--- src/rtl/adc_to_timer_rate_interpolator_assert.svh ---
// assertion helpers for the top-level rtl file
`ifndef ADC_TO_TIMER_RATE_INTERPOLATOR_ASSERT_SVH
`define ADC_TO_TIMER_RATE_INTERPOLATOR_ASSERT_SVH

// implication checked on every clock edge outside reset
`define ATI_ASSERT_IMP(lbl, ante, cons) \
  lbl: assert property (@(posedge clk_i) disable iff (!rst_ni) (ante) |-> cons) \
    else $error("ati: implication check failed");

// plain condition checked on every clock edge outside reset
`define ATI_ASSERT_ALWAYS(lbl, prop) \
  lbl: assert property (@(posedge clk_i) disable iff (!rst_ni) (prop)) \
    else $error("ati: invariant check failed");

`endif

--- src/rtl/ati_pkg.sv ---
`timescale 1ns / 1ps
package ati_pkg;

  localparam int TABLE_POINTS = 11;
  localparam int XW           = 12;
  localparam int PERW         = 16;
  localparam int DIVW         = 8;

  localparam logic [XW-1:0] BRK_X [TABLE_POINTS] = '{
    12'd0, 12'd408, 12'd817, 12'd1227, 12'd1637, 12'd2046,
    12'd2456, 12'd2866, 12'd3275, 12'd3685, 12'd4095
  };

  localparam logic [PERW-1:0] BRK_PERIOD [TABLE_POINTS] = '{
    16'd249, 16'd1694, 16'd847, 16'd564, 16'd423, 16'd338,
    16'd282, 16'd242, 16'd211, 16'd188, 16'd169
  };

  localparam logic [DIVW-1:0] PRE_ENDS [2] = '{8'd0, 8'd249};

  // largest quotient any segment can produce
  function automatic int max_quot();
    int m;
    int dy;
    m = int'(PRE_ENDS[1]) - int'(PRE_ENDS[0]);
    for (int i = 2; i < TABLE_POINTS; i++) begin
      dy = int'(BRK_PERIOD[i-1]) - int'(BRK_PERIOD[i]);
      if (dy > m) begin
        m = dy;
      end
    end
    return m;
  endfunction

  function automatic int period_min();
    int m;
    m = int'(BRK_PERIOD[1]);
    for (int i = 2; i < TABLE_POINTS; i++) begin
      if (int'(BRK_PERIOD[i]) < m) begin
        m = int'(BRK_PERIOD[i]);
      end
    end
    return m;
  endfunction

  function automatic int period_max();
    int m;
    m = int'(BRK_PERIOD[1]);
    for (int i = 2; i < TABLE_POINTS; i++) begin
      if (int'(BRK_PERIOD[i]) > m) begin
        m = int'(BRK_PERIOD[i]);
      end
    end
    return m;
  endfunction

  localparam int QW = $clog2(max_quot() + 1);
  localparam int PW = XW + QW;

  localparam logic [PERW-1:0] PERIOD_MIN = PERW'(period_min());
  localparam logic [PERW-1:0] PERIOD_MAX = PERW'(period_max());

  // one item travelling down the divider chain
  typedef struct packed {
    logic            valid;
    logic [PW-1:0]   rem;
    logic [PW-1:0]   dvs;
    logic [QW-1:0]   quo;
    logic [PERW-1:0] base;
    logic            is_pre;
  } lane_t;

endpackage

--- src/rtl/ati_seg_sel.sv ---
`timescale 1ns / 1ps
module ati_seg_sel (
  input  logic                clk_i,
  input  logic                rst_ni,
  input  logic                start_i,
  input  logic [ati_pkg::XW-1:0] sample_i,
  output ati_pkg::lane_t      lane_o
);
  import ati_pkg::*;

  logic            a_valid_q;
  logic [XW-1:0]   a_n_d, a_n_q;
  logic [XW-1:0]   a_dx_d, a_dx_q;
  logic [QW-1:0]   a_dy_d, a_dy_q;
  logic [PERW-1:0] a_base_d, a_base_q;
  logic            a_pre_d, a_pre_q;

  logic            b_valid_q;
  logic [PW-1:0]   b_rem_d, b_rem_q;
  logic [PW-1:0]   b_dvs_d, b_dvs_q;
  logic [PERW-1:0] b_base_q;
  logic            b_pre_q;

  // segment lookup
  always_comb begin
    a_pre_d  = 1'b0;
    a_base_d = BRK_PERIOD[TABLE_POINTS-1];
    a_n_d    = '0;
    a_dx_d   = XW'(1);
    a_dy_d   = '0;
    if (sample_i <= BRK_X[1]) begin
      a_pre_d  = 1'b1;
      a_base_d = BRK_PERIOD[1];
      a_n_d    = BRK_X[1] - sample_i;
      a_dx_d   = BRK_X[1] - BRK_X[0];
      a_dy_d   = QW'(PRE_ENDS[1] - PRE_ENDS[0]);
    end else if (sample_i < BRK_X[TABLE_POINTS-1]) begin
      for (int i = TABLE_POINTS - 1; i >= 2; i--) begin
        if (sample_i < BRK_X[i]) begin
          a_base_d = BRK_PERIOD[i];
          a_n_d    = BRK_X[i] - sample_i;
          a_dx_d   = BRK_X[i] - BRK_X[i-1];
          a_dy_d   = QW'(BRK_PERIOD[i-1] - BRK_PERIOD[i]);
        end
      end
    end
    // zero-width segment gives its lower-end value
    if (a_dx_d == '0) begin
      a_n_d  = XW'(1);
      a_dx_d = XW'(1);
    end
  end

  always_ff @(posedge clk_i or negedge rst_ni) begin
    if (!rst_ni) begin
      a_valid_q <= 1'b0;
      b_valid_q <= 1'b0;
    end else begin
      a_valid_q <= start_i;
      b_valid_q <= a_valid_q;
    end
  end

  always_ff @(posedge clk_i) begin
    a_n_q    <= a_n_d;
    a_dx_q   <= a_dx_d;
    a_dy_q   <= a_dy_d;
    a_base_q <= a_base_d;
    a_pre_q  <= a_pre_d;
  end

  // numerator product and aligned divisor
  assign b_rem_d = PW'(a_n_q) * PW'(a_dy_q);
  assign b_dvs_d = PW'(a_dx_q) << (QW - 1);

  always_ff @(posedge clk_i) begin
    b_rem_q  <= b_rem_d;
    b_dvs_q  <= b_dvs_d;
    b_base_q <= a_base_q;
    b_pre_q  <= a_pre_q;
  end

  assign lane_o.valid  = b_valid_q;
  assign lane_o.rem    = b_rem_q;
  assign lane_o.dvs    = b_dvs_q;
  assign lane_o.quo    = '0;
  assign lane_o.base   = b_base_q;
  assign lane_o.is_pre = b_pre_q;

endmodule

--- src/rtl/ati_div_cell.sv ---
`timescale 1ns / 1ps
module ati_div_cell (
  input  logic           clk_i,
  input  logic           rst_ni,
  input  ati_pkg::lane_t lane_i,
  output ati_pkg::lane_t lane_o
);
  import ati_pkg::*;

  logic            valid_q;
  logic            ge;
  logic [PW-1:0]   rem_d, rem_q;
  logic [PW-1:0]   dvs_d, dvs_q;
  logic [QW-1:0]   quo_d, quo_q;
  logic [PERW-1:0] base_q;
  logic            pre_q;

  // one restoring quotient bit
  assign ge    = lane_i.rem >= lane_i.dvs;
  assign rem_d = ge ? lane_i.rem - lane_i.dvs : lane_i.rem;
  assign quo_d = {lane_i.quo[QW-2:0], ge};
  assign dvs_d = lane_i.dvs >> 1;

  always_ff @(posedge clk_i or negedge rst_ni) begin
    if (!rst_ni) begin
      valid_q <= 1'b0;
    end else begin
      valid_q <= lane_i.valid;
    end
  end

  always_ff @(posedge clk_i) begin
    rem_q  <= rem_d;
    dvs_q  <= dvs_d;
    quo_q  <= quo_d;
    base_q <= lane_i.base;
    pre_q  <= lane_i.is_pre;
  end

  assign lane_o.valid  = valid_q;
  assign lane_o.rem    = rem_q;
  assign lane_o.dvs    = dvs_q;
  assign lane_o.quo    = quo_q;
  assign lane_o.base   = base_q;
  assign lane_o.is_pre = pre_q;

endmodule

--- src/rtl/adc_to_timer_rate_interpolator.sv ---
`timescale 1ns / 1ps
// Maps a 12-bit converter sample to a timer reload period and prescaler by
// piecewise-linear interpolation over a fixed breakpoint table. One item is
// taken per cycle whenever start_i is high; busy_o is always low. Every item
// gives one result on reload_period_o and clock_divider_o, marked by valid_o
// for exactly one cycle, after the item has passed the segment lookup,
// numerator multiply, one divider cell per quotient bit and output register.
// The receiver cannot stall, so results must be captured in the cycle valid_o
// is high.
`include "adc_to_timer_rate_interpolator_assert.svh"
module adc_to_timer_rate_interpolator (
  input  logic                      clk_i,
  input  logic                      rst_ni,
  input  logic                      start_i,
  output logic                      busy_o,
  input  logic [ati_pkg::XW-1:0]    sample_i,
  output logic                      valid_o,
  output logic [ati_pkg::PERW-1:0]  reload_period_o,
  output logic [ati_pkg::DIVW-1:0]  clock_divider_o
);
  import ati_pkg::*;

  localparam int LAT = QW + 3;

  lane_t lane [QW+1];

  logic            valid_q;
  logic [PERW-1:0] period_d, period_q;
  logic [DIVW-1:0] divider_d, divider_q;

  ati_seg_sel u_seg_sel (
    .clk_i    (clk_i),
    .rst_ni   (rst_ni),
    .start_i  (start_i),
    .sample_i (sample_i),
    .lane_o   (lane[0])
  );

  for (genvar k = 0; k < QW; k++) begin : g_cell
    ati_div_cell u_cell (
      .clk_i  (clk_i),
      .rst_ni (rst_ni),
      .lane_i (lane[k]),
      .lane_o (lane[k+1])
    );
  end

  always_comb begin
    if (lane[QW].is_pre) begin
      period_d  = lane[QW].base;
      divider_d = PRE_ENDS[0] + DIVW'(lane[QW].quo);
    end else begin
      period_d  = lane[QW].base + PERW'(lane[QW].quo);
      divider_d = PRE_ENDS[0];
    end
  end

  always_ff @(posedge clk_i or negedge rst_ni) begin
    if (!rst_ni) begin
      valid_q <= 1'b0;
    end else begin
      valid_q <= lane[QW].valid;
    end
  end

  always_ff @(posedge clk_i) begin
    period_q  <= period_d;
    divider_q <= divider_d;
  end

  assign busy_o          = 1'b0;
  assign valid_o         = valid_q;
  assign reload_period_o = period_q;
  assign clock_divider_o = divider_q;

  `ATI_ASSERT_IMP(a_item_gives_result, start_i, ##LAT valid_o)
  `ATI_ASSERT_IMP(a_result_has_item, valid_o, $past(start_i, LAT))
  `ATI_ASSERT_IMP(a_prescale_only_low, valid_o && clock_divider_o != PRE_ENDS[0], reload_period_o == BRK_PERIOD[1])
  `ATI_ASSERT_ALWAYS(a_period_in_range, !valid_o || (reload_period_o >= PERIOD_MIN && reload_period_o <= PERIOD_MAX))

endmodule

--- config.mk ---
export PLATFORM = sky130hd
export DESIGN_NAME = adc_to_timer_rate_interpolator
export DESIGN_NICKNAME = d
export VERILOG_FILES = /design/src/rtl/ati_pkg.sv /design/src/rtl/ati_seg_sel.sv /design/src/rtl/ati_div_cell.sv /design/src/rtl/adc_to_timer_rate_interpolator.sv
export VERILOG_INCLUDE_DIRS = /design/src /design/src/rtl
export SDC_FILE = /design/constraint.sdc
export NUM_CORES = 1
export LEC_CHECK = 0
export ABC_AREA = 0
export BUFFER_PORTS_ARGS = -buffer_cell sky130_fd_sc_hd__buf_4
export CORE_UTILIZATION = 55
export DETAILED_ROUTE_END_ITERATION = 8
export PLACE_DENSITY = 0.84
export SYNTH_ARGS = -nofsm -noshare
export SYNTH_HDL_FRONTEND = slang
export SYNTH_HIERARCHICAL = 1
export SYNTH_SLANG_ARGS = --single-unit
--- constraint.sdc ---
create_clock -name clk_i -period 4.7 [get_ports clk_i]
set_input_delay 0.235 -clock clk_i [delete_from_list [all_inputs] [get_ports clk_i]]
set_output_delay 0.235 -clock clk_i [all_outputs]
set_load 0.02 [all_outputs]
* Word-level counts from Yosys, hierarchy flattened
Index checks and enable logic that the tools add are counted.
** Operators by class
- Multiply operators :: 1
- Mux-type cells :: 48
- Bitwise logic cells :: 1
- Add/sub/neg operators :: 20
- $lt $le $gt $ge :: 20
- Reduce and logical (&&, ||, !) cells :: 4
** Operators by type and width (number)
- $mux 22 :: 9
- $mux 12 :: 12
- $lt 12x12->1 const B :: 5
- $sub 12x12->12 const A :: 5
- $lt 12x11->1 const B :: 3
- $mux 9 :: 4
- $sub 11x12->12 const A :: 3
- $mux 10 :: 3
- $ge 22x12->1 :: 1
- $ge 22x13->1 :: 1
- $ge 22x14->1 :: 1
- $ge 22x15->1 :: 1
- $ge 22x16->1 :: 1
- $ge 22x17->1 :: 1
- $ge 22x18->1 :: 1
- $ge 22x19->1 :: 1
- $ge 22x20->1 :: 1
- $ge 22x21->1 :: 1
- $mul 12x10->22 :: 1
- $sub 22x13->22 :: 1
- $sub 22x14->22 :: 1
- $sub 22x15->22 :: 1
- $sub 22x16->22 :: 1
- $sub 22x17->22 :: 1
- other kinds (24) :: 34
** Word-level totals
- Input bits :: 15
- Word-level logic and storage cells :: 170
- Output and inout bits :: 26
- Register bits after elaboration :: 670

* Depth between registers and ports, before layout
Gate-level depths: netlist (run 1).
- Depth in word-level cells :: 11
- Mapped depth :: 20
- Gate-level depth less buffers :: 19

* By module
Netlist (run 1), hierarchy kept.
** Modules (own cells, without submodules)
- ati_div_cell at g_cell[0].u_cell ... :: area an instance 3108.0 um^2, cells each 284, times used 7, sequential area each 1426.4 um^2
- ati_seg_sel :: area an instance 7971.4 um^2, cells each 935, times used 1, sequential area each 1531.5 um^2
- ati_div_cell at g_cell[1].u_cell ... :: area an instance 3139.3 um^2, cells each 306, times used 2, sequential area each 1426.4 um^2
- ati_div_cell at g_cell[9].u_cell :: area an instance 2914.0 um^2, cells each 299, times used 1, sequential area each 1426.4 um^2
- adc_to_timer_rate_interpolator :: area an instance 1353.8 um^2, cells each 146, times used 1, sequential area each 505.5 um^2

* Worst setup path before layout (run 1)
Ideal clock, no wire load.
- Path type :: register to register
- From :: reg u_seg_sel.a_dy_q[1]
- To :: reg u_seg_sel.b_rem_q[20]
- Data arrival time :: 4838 ps
- Buffers on the path :: 1
- Setup time :: 72 ps
- Cell stages (with the launch flop) :: 21
- Clock period less this slack :: 4910 ps
- Path slack :: -210 ps
- Required time :: 4628 ps
- Path through :: dfxtp_1 -> clkbuf_1 -> nand2_1 -> fa_1 -> inv_1 -> fa_1 -> inv_1 -> fa_1 -> inv_1 -> fa_1 -> inv_1 -> fa_1 -> inv_1 -> ha_1 -> o21ai_0 -> a21oi_1 -> o21ai_1 -> o2111ai_1 -> a311o_1 -> a21oi_1 -> xnor2_1
** Between the ends
- Longest elaborated chain between the ends :: 1
** Ends and longest elaborated chain
- start, declared :: RTL line ati_seg_sel.sv:14 : logic [QW-1:0] a_dy_d, a_dy_q;
- start signal, assigned :: RTL line ati_seg_sel.sv:67 : a_dy_q <= a_dy_d;
- $mul 12x10->22 :: RTL line ati_seg_sel.sv:73 : assign b_rem_d = PW'(a_n_q) * PW'(a_dy_q);
- via u_seg_sel.b_rem_d[20] :: RTL line ati_seg_sel.sv:19 : logic [PW-1:0] b_rem_d, b_rem_q;
- end signal, assigned :: RTL line ati_seg_sel.sv:77 : b_rem_q <= b_rem_d;
- end, declared :: RTL line ati_seg_sel.sv:19
The timed path passes the listed nets, and every way through them passes these cells.
A chain may end at the register's enable or synchronous reset.

* Worst setup path in the final report (run 1)
- From :: reg u_seg_sel.a_dy_q[1]
- To :: reg u_seg_sel.b_rem_q[21]
Same word-level chain as after synthesis.

==> results of run 1 <==
==> cell type report <==
type / instances / area (µm²)
fill: 5139 / 26400
inverter: 376 / 1420
multi-input combinational: 2453 / 20500
clock buffer: 99 / 2110
clock inverter: 35 / 434
timing repair buffer: 104 / 827
tap: 873 / 1090
sequential: 723 / 14600
==> worst max-delay path by stage <==
stage                                   start                    end
final                     u_seg_sel/a_dy_q[1]  u_seg_sel/b_rem_q[21]
after CTS                  u_seg_sel/a_n_q[7]  u_seg_sel/b_rem_q[21]
after global routing      u_seg_sel/a_dy_q[1]  u_seg_sel/b_rem_q[21]
after detailed placement  u_seg_sel/a_dy_q[1]  u_seg_sel/b_rem_q[21]
after global placement    u_seg_sel/a_dy_q[5]  u_seg_sel/b_rem_q[21]
after floorplan           u_seg_sel/a_dy_q[1]  u_seg_sel/b_rem_q[21]
==> critical path: stages (launching register included) <==
cell	delay (ns)
dfxtp_4	0.36
buf_4	0.12
buf_6	0.10
nand2_1	0.06
fa_1	0.53
inv_1	0.05
fa_1	0.49
fa_1	0.51
fa_1	0.55
inv_1	0.07
fa_1	0.38
inv_1	0.07
ha_1	0.25
buf_4	0.18
nand2_1	0.08
nand2_1	0.07
o22ai_1	0.24
a211o_1	0.19
nand3_2	0.07
a2111o_1	0.42
o211ai_1	0.09
==> registers in the layout (all words and copies together) (netlist names), 3 cells and up <==
| register | cells |
|---|---|
| u_seg_sel/b_dvs_q | 3 |
| u_seg_sel/a_base_q | 11 |
| u_seg_sel/b_base_q | 11 |
| reload_period_o | 16 |
| g_cell.u_cell/base_q | 160 |
| g_cell.u_cell/dvs_q | 189 |
| g_cell.u_cell/pre_q | 10 |
| u_seg_sel/a_n_q | 12 |
| u_seg_sel/a_dy_q | 10 |
| u_seg_sel/a_dx_q | 3 |
| g_cell.u_cell/rem_q | 198 |
| g_cell.u_cell/valid_q | 10 |
| clock_divider_o | 8 |
| u_seg_sel/b_rem_q | 22 |
| g_cell.u_cell/quo_q | 55 |
==> layer usage <==
metal,vias to the layer above,track usage
li1,12900,-
met5,-,0
met1,12800,0.280
met3,310,0.0428
met4,2,0.122
met2,1085,0.424
==> report_power, final <==
group / internal [mW] / switching, mW / total [mW]
Clock: 3.39 / 2.58 / 5.97
Sequential: 7.78 / 0.933 / 8.71
Combinational: 8.85 / 9.86 / 18.7
==> metrics by stage <==
stage           util  power, mW  setup TNS (ns)  hold slack [ns]
6_report       0.608       33.4          -0.699           0.0750
5_1_grt        0.608       35.3           -1.75           0.0909
4_1_cts        0.605       31.8        -0.00801           0.0382
3_5_place_dp   0.563       24.8          -0.348           0.0871
3_3_place_gp   0.563       24.3         -0.0759           0.0823
2_1_floorplan      -       21.6               0          -0.0606
==> repair_timing <==
action	CTS	global route
setup endpoints to repair	6	10
setup buffers	8	8
hold buffers	5	0
resized for setup	42	38
pin swaps	14	29
endpoints found under the hold margin	16	0
==> impl_summary.log, run 1 <==
INFO  metric run_status = complete, but fails checks
INFO  metric violations = setup timing
INFO  metric antenna_cells_inserted = 0
INFO  metric grt_overflow_total = 0
INFO  metric skew = 0.0563 ns
INFO  metric final_common_cell = dfxtp_1
INFO  metric setup-violations-final = 6
INFO  metric crit-reg2reg-launch = u_seg_sel/a_dy_q[1]
INFO  metric drt_iter0_drc = ~2.1k
INFO  metric detail-route-antenna-nets = 0
INFO  metric tritoncts = built
INFO  metric floorplan.initialDensity = 0.558
INFO  metric core_region_area = 0.0674 mm²
INFO  metric worst_skew_pair_latency = 0.66 ns
INFO  metric synth_area = 0.0376 mm²
INFO  metric placement_rows = 95
INFO  metric worst-endpoint-arrival = approximately 5.5 ns
INFO  metric dr_total_vias = 27.0k
INFO  metric numPortBuffers = 39
INFO  metric syn_inst = between 3k and 4k
INFO  metric global_route.usage.total = 0.241
INFO  metric drt-pass1-iter-count = 8
INFO  metric post-route-drc-count = 0
INFO  metric vias_per_cell = approximately 5.8
INFO  metric finish.net_count = around 4.1k
INFO  metric final_min_period_over_clock_period = 1.05
INFO  metric post_synth.cell_area_avg = 10.0 µm²
INFO  metric pin_count_of_the_biggest_net_entering_global_routing = 31
INFO  metric cts_inserted_buffers = 74
INFO  metric unrepaired_setup_endpoints_after_global_routing = true
INFO  metric startpoint_type = flip-flop
INFO  metric worstHoldPathType = in2reg
INFO  metric finalWorstPathRequiredPeriod = 4.95 ns
INFO  metric post_route_cells_drive_above_1_share = 0.141
INFO  metric hpwl = 60000 µm
INFO  metric finalWirelength = 86200 µm
INFO  metric p_leak = approximately 19 nW
INFO  metric vdd_drop_max = 1.63 mV
INFO  metric clock_sink_count = between 700 and 800
INFO  metric grt_antenna_before_repair = 1
INFO  metric final_hold_viol_count = 0
INFO  metric clock_tree.buffer_depth = 3
INFO  metric setup.worst_path.class = reg2reg
INFO  metric holdCritStartpoint = sample_i[7]
INFO  metric die_y = 263 µm
INFO  metric clk_pin_slew_worst_paths = roughly 0.060 ns
INFO  metric maxSlewViolCount = 0
INFO  metric post-route-cell-area = between 0.04 and 0.05 mm²
INFO  metric max_freq = 0.202 GHz
INFO  metric htree_levels = 3
INFO  metric grt_first_pass_wirelength = 137000 µm
INFO  metric numPlacedInstances = roughly 4.5k
INFO  metric maxUsedRoutingLayer = met5
INFO  metric met3RoutedLength = about 5300 µm
INFO  metric crit_path_end_kind = flip-flop
INFO  metric average_detailed_routed_wire_length_per_instance = 18.5 µm
INFO  metric yosys_warn_count = 6
INFO  metric required = 5.28 ns
INFO  metric post-place-ws = -0.186 ns
INFO  metric io_pins = 41
INFO  metric worst_r2r_path_depth = 20
INFO  metric commonest_cells_after_routing_fill_and_taps_aside = dfxtp_1, inv_1, ha_1, nand2_1, a21oi_1
INFO  metric first_global_vias = between 20k and 30k
INFO  metric gp_congestion = 0.957
INFO  metric drt-met1-wl = 34100 µm
INFO  metric cts.root.buffer_cell = clkbuf_16
INFO  metric die_area = 0.0694 mm²
INFO  metric slew-limit-headroom = 0.349
INFO  metric wl_met2 = between 40000 and 50000 µm
INFO  metric hold_depth = 3
INFO  metric worstReg2RegEnd = u_seg_sel/b_rem_q[21]
INFO  metric placement.cell_area = 0.0380 mm²
INFO  metric min_to = u_seg_sel/a_n_q[7]
INFO  metric worst-slew-pin-transition = 0.973 ns
INFO  metric die_w = between 200 and 300 µm
INFO  metric areaGrowthSynthToFinish = 8.92%
INFO  metric instances_no_fill = 4663
INFO  metric critPathMaxFanout = 5
INFO  metric setup_slack_of_the_most_critical_reg_to_reg_path = -0.25 ns
INFO  metric max_capacitance_violation_total = 0
INFO  metric power_per_cell_area = 815 mW/mm²
INFO  metric timing.final.ws_setup = -0.251 ns
Note: power is estimated with default switching activity, not from simulation.
==> run 2: changes to the inputs <==
--- a/config.mk
+++ b/config.mk
@@ -13,5 +13,4 @@
 export PLACE_DENSITY = 0.84
 export SYNTH_ARGS = -nofsm -noshare
 export SYNTH_HDL_FRONTEND = slang
-export SYNTH_HIERARCHICAL = 1
 export SYNTH_SLANG_ARGS = --single-unit
==> impl_summary.log, run 2 <==
INFO  metric run_status = complete, but fails checks
INFO  metric violations = setup timing
INFO  metric instances_no_fill = 2818 (-40%)
INFO  metric post-route-cell-area = 0.0252 mm² (-38%)
INFO  metric clock_tree.buffer_depth = 3 (unchanged)
INFO  metric placement_rows = 72 (-24%)
INFO  metric io_pins = 41 (unchanged)
INFO  metric placement.cell_area = 0.0230 mm² (-39%)
INFO  metric htree_levels = 2 (-1)
INFO  metric drt-pass1-iter-count = 5 (-3)
INFO  metric setup-violations-final = 8 (+2)
INFO  metric finalWirelength = 47600 µm (-45%)
INFO  metric final_hold_viol_count = 0 (unchanged)
INFO  metric cell_with_the_most_instances_after_synthesis = dfxtp_1
INFO  metric ys_top_cells_by_count = dfxtp_1, inv_1, nand2_1, ha_1, nor2_1
INFO  metric vias_per_cell = 5.58 (-3.7%)
INFO  metric crit_path_end_kind = flip-flop
INFO  metric numPortBuffers = 35 (-10%)
INFO  metric floorplan.initialDensity = 0.561 (+0.00322)
INFO  metric final_common_cell = dfxtp_1
INFO  metric synth-seq-area-share = 0.469
INFO  metric sw_frac_of_total = 0.360 (-0.0402)
INFO  metric fin_total_pwr = 20.5 mW (-39%)
INFO  metric worst_r2r_path_depth = 18 (-10%)
INFO  metric power_frac_comb = 0.489 (-0.071)
INFO  metric antenna_cells_inserted = 0 (unchanged)
INFO  metric pin_count_of_the_biggest_net_entering_global_routing = 29 (-6.5%)
INFO  metric power.share.sequential = 0.320 (+0.059)
INFO  metric critical_path.startpoint = u_seg_sel.a_n_q[4]
INFO  metric post-route-drc-count = 0 (unchanged)
INFO  metric worst_skew_pair_latency = 0.56 ns (-0.10 ns)
INFO  metric p_leak = 11.2 nW (-43%)
INFO  metric regMostFlops = g_cell.u_cell.rem_q
INFO  metric worstReg2RegEnd = u_seg_sel.b_rem_q[20]
INFO  metric power.net_switching = 7.38 mW (-45%)
INFO  metric synth.area.top_cells = dfxtp_1, fa_1, ha_1
INFO  metric fillCellCount = 2817 (-45%)
INFO  metric startpoint_type = flip-flop
INFO  metric post_route_cells_drive_above_1_share = 0.132 (-0.00916)
INFO  metric die_area = 0.0404 mm² (-42%)
INFO  metric setup_slack_of_the_most_critical_reg_to_reg_path = -0.59 ns (-0.34 ns)
INFO  metric drt_iter0_drc = 1105 (-47%)
INFO  metric power.clock.fraction = 0.191 (+0.012)
INFO  metric timing.final.ws_setup = -0.588 ns (-0.337 ns)
INFO  metric largest_registers = g_cell.u_cell.rem_q: 198 flops, g_cell.u_cell.base_q: 110 flops, g_cell.u_cell.quo_q: 55 flops
INFO  metric largest_reg_flops = 198 (unchanged)
INFO  metric internal_power = 13.1 mW (-35%)
INFO  metric worstHoldPathType = in2async
INFO  metric finalWorstPathRequiredPeriod = 5.29 ns (+0.337 ns)
INFO  metric setup.worst_path.class = reg2reg
INFO  metric required = 5.19 ns (-0.09 ns)
INFO  metric dr_total_vias = 15.7k (-42%)
INFO  metric syn_inst = 2153 (-43%)
INFO  metric post_synth.cell_area_avg = 10.1 µm² (+0.82%)
INFO  metric critPathMaxFanout = 4 (-1)
INFO  metric grt_overflow_total = 0 (unchanged)
INFO  metric yosys_warn_count = 0 (-6)
INFO  metric multi_input_comb_area = 0.0110 mm² (-46%)
INFO  metric final_min_period_over_clock_period = 1.13 (+0.0717)
INFO  metric postSynth.topFlopCell = dfxtp_1
INFO  metric detail-route-antenna-nets = 0 (unchanged)
INFO  metric power_per_cell_area = 813 mW/mm² (-0.29%)
INFO  metric max_capacitance_violation_total = 0 (unchanged)
INFO  metric slew-limit-headroom = 0.430 (+0.0811)
INFO  metric critical_path.endpoint = u_seg_sel.b_rem_q[20]
INFO  metric die_w = 201 µm (-24%)
INFO  metric core_region_area = 0.0388 mm² (-42%)
INFO  metric die_y = 201 µm (-24%)
INFO  metric synth_async_sr_flop_share = 0.0256
INFO  metric numPlacedInstances = 2716 (-40%)
INFO  metric hpwl = 33700 µm (-44%)
INFO  metric maxSlewViolCount = 0 (unchanged)
INFO  metric max_freq = 0.189 GHz (-6.4%)
INFO  metric tritoncts = built
INFO  metric yosys_register_bits = 507
INFO  metric vdd_drop_max = 1.30 mV (-20%)
INFO  metric grt_antenna_before_repair = 1 (unchanged)
INFO  metric first_global_vias = 16.3k (-40%)
INFO  metric cts.root.buffer_cell = clkbuf_16
INFO  metric cts_inserted_buffers = 47 (-36%)
INFO  metric synth_area = 0.0218 mm² (-42%)
INFO  metric worst-endpoint-arrival = 5.78 ns (+0.25 ns)
INFO  metric commonest_cells_after_routing_fill_and_taps_aside = dfxtp_1, inv_1, nand2_1, nor2_1, ha_1
INFO  metric gp_congestion = 0.940 (-1.8%)
INFO  metric synth-edff-count = 0
INFO  metric areaGrowthSynthToFinish = 15.7%
INFO  metric finish.net_count = 2507 (-39%)
INFO  metric clk_pin_slew_worst_paths = 0.06 ns (about the same)
INFO  metric global_route.usage.total = 0.235 (-0.00611)
INFO  metric final-seq-area = 0.0103 mm² (-30%)
INFO  metric average_detailed_routed_wire_length_per_instance = 16.9 µm (-8.7%)
INFO  metric cell_type_with_the_highest_aggregate_area_in_the_netlist = dfxtp_1
INFO  metric worst-slew-pin-transition = 0.851 ns (-0.121 ns)
INFO  metric skew = 0.0162 ns (-0.0401 ns)
INFO  metric synth_top_area_frac = 0.454
INFO  metric grt_first_pass_wirelength = 78400 µm (-43%)
INFO  metric ys_types = 85
INFO  metric clock_sink_count = 507 (-30%)
INFO  metric unrepaired_setup_endpoints_after_global_routing = true
INFO  metric crit-reg2reg-launch = u_seg_sel.a_n_q[4]
## run 2: worst min path at each step
stage | endpoint | slack [ns] | depth (start not counted)
floorplan | g_cell[0].u_cell.valid_q | -0.06 | 0
global placement | g_cell[9].u_cell.valid_q | 0.08 | 1
detailed placement | valid_o | 0.08 | 1
CTS | g_cell[9].u_cell.valid_q | 0.03 | 2
global route | g_cell[9].u_cell.valid_q | 0.05 | 2
finish | g_cell[6].u_cell.valid_q | 0.06 | 2
## run 2: cells by family (layout without fill, tap and decap cells)
kind of cell	after synthesis	in the layout	share of synthesized area
and+or+nand+nor	642	642	0.151
DFF	507	507	0.469
AOI/OAI and AO/OA	355	355	0.105
buffers and inverters	245	387	0.0433
adders and majority gates	227	227	0.161
xor gates and xnor gates	163	163	0.0655
muxes	13	13	0.00632
other	1	6	0.000172
## run 2: power groups by stage
stage                     Combinational, mW  Clock (mW)  Sequential [mW]
after floorplan                        6.00           0             6.39
after global placement                 8.20           0             6.54
after detailed placement               8.54           0             6.61
after CTS                              9.32        3.99             6.54
after global routing                   11.1        4.18             6.70
final                                  10.0        3.91             6.56
## run 2: layout make-up
type | count | share of cell area
clock buffers | 59 | 0.0501
inverters | 178 | 0.0265
flip-flops and latches | 507 | 0.407
multi-input cells | 1406 | 0.436
clock inverters | 25 | 0.0145
well taps | 518 | 0.0257
repair buffers | 125 | 0.0406
## run 2: what timing repair did
item	4_1_cts	5_1_grt
hold buffers	2	0
pin swaps	21	50
buffers inserted	15	13
endpoints found under the setup margin	10	12
endpoints found under the hold margin	14	0
resized for setup	53	49
## run 2: routing by layer
metal / GRT usage / vias to the layer above / routed length, µm
li1: - / 7524 / -
met1: 0.272 / 7560 / 19000
met2: 0.429 / 507 / 24400
met3: 0.0412 / 139 / 2580
met4: 0.0908 / 0 / 1650
met5: 0 / - / 0
## run 2: critical path: stages, from the launching register on
cell      delay [ns]
dfxtp_4         0.35
buf_4           0.15
and2_4          0.14
fa_2            0.39
fa_1            0.53
fa_1            0.53
fa_1            0.49
inv_1           0.05
fa_1            0.47
inv_1           0.06
ha_4            0.15
or3_4           0.33
a2111o_1        0.34
a311oi_2        0.27
nor3b_2         0.09
o41a_1          0.44
a21o_1          0.19
a21oi_2         0.13
xnor2_1         0.12
## run 2: per-stage QoR
| stage | setup TNS [ns] | setup WS (ns) | hold slack [ns] | utilization |
|---|---|---|---|---|
| after floorplan | -0.825 | -0.486 | -0.0606 | - |
| after global placement | -2.91 | -0.649 | 0.0779 | 0.593 |
| after detailed placement | -3.67 | -0.705 | 0.0836 | 0.593 |
| after CTS | -2.89 | -0.585 | 0.0300 | 0.642 |
| final | -2.59 | -0.588 | 0.0561 | 0.649 |
| after global routing | -4.38 | -0.784 | 0.0457 | 0.649 |
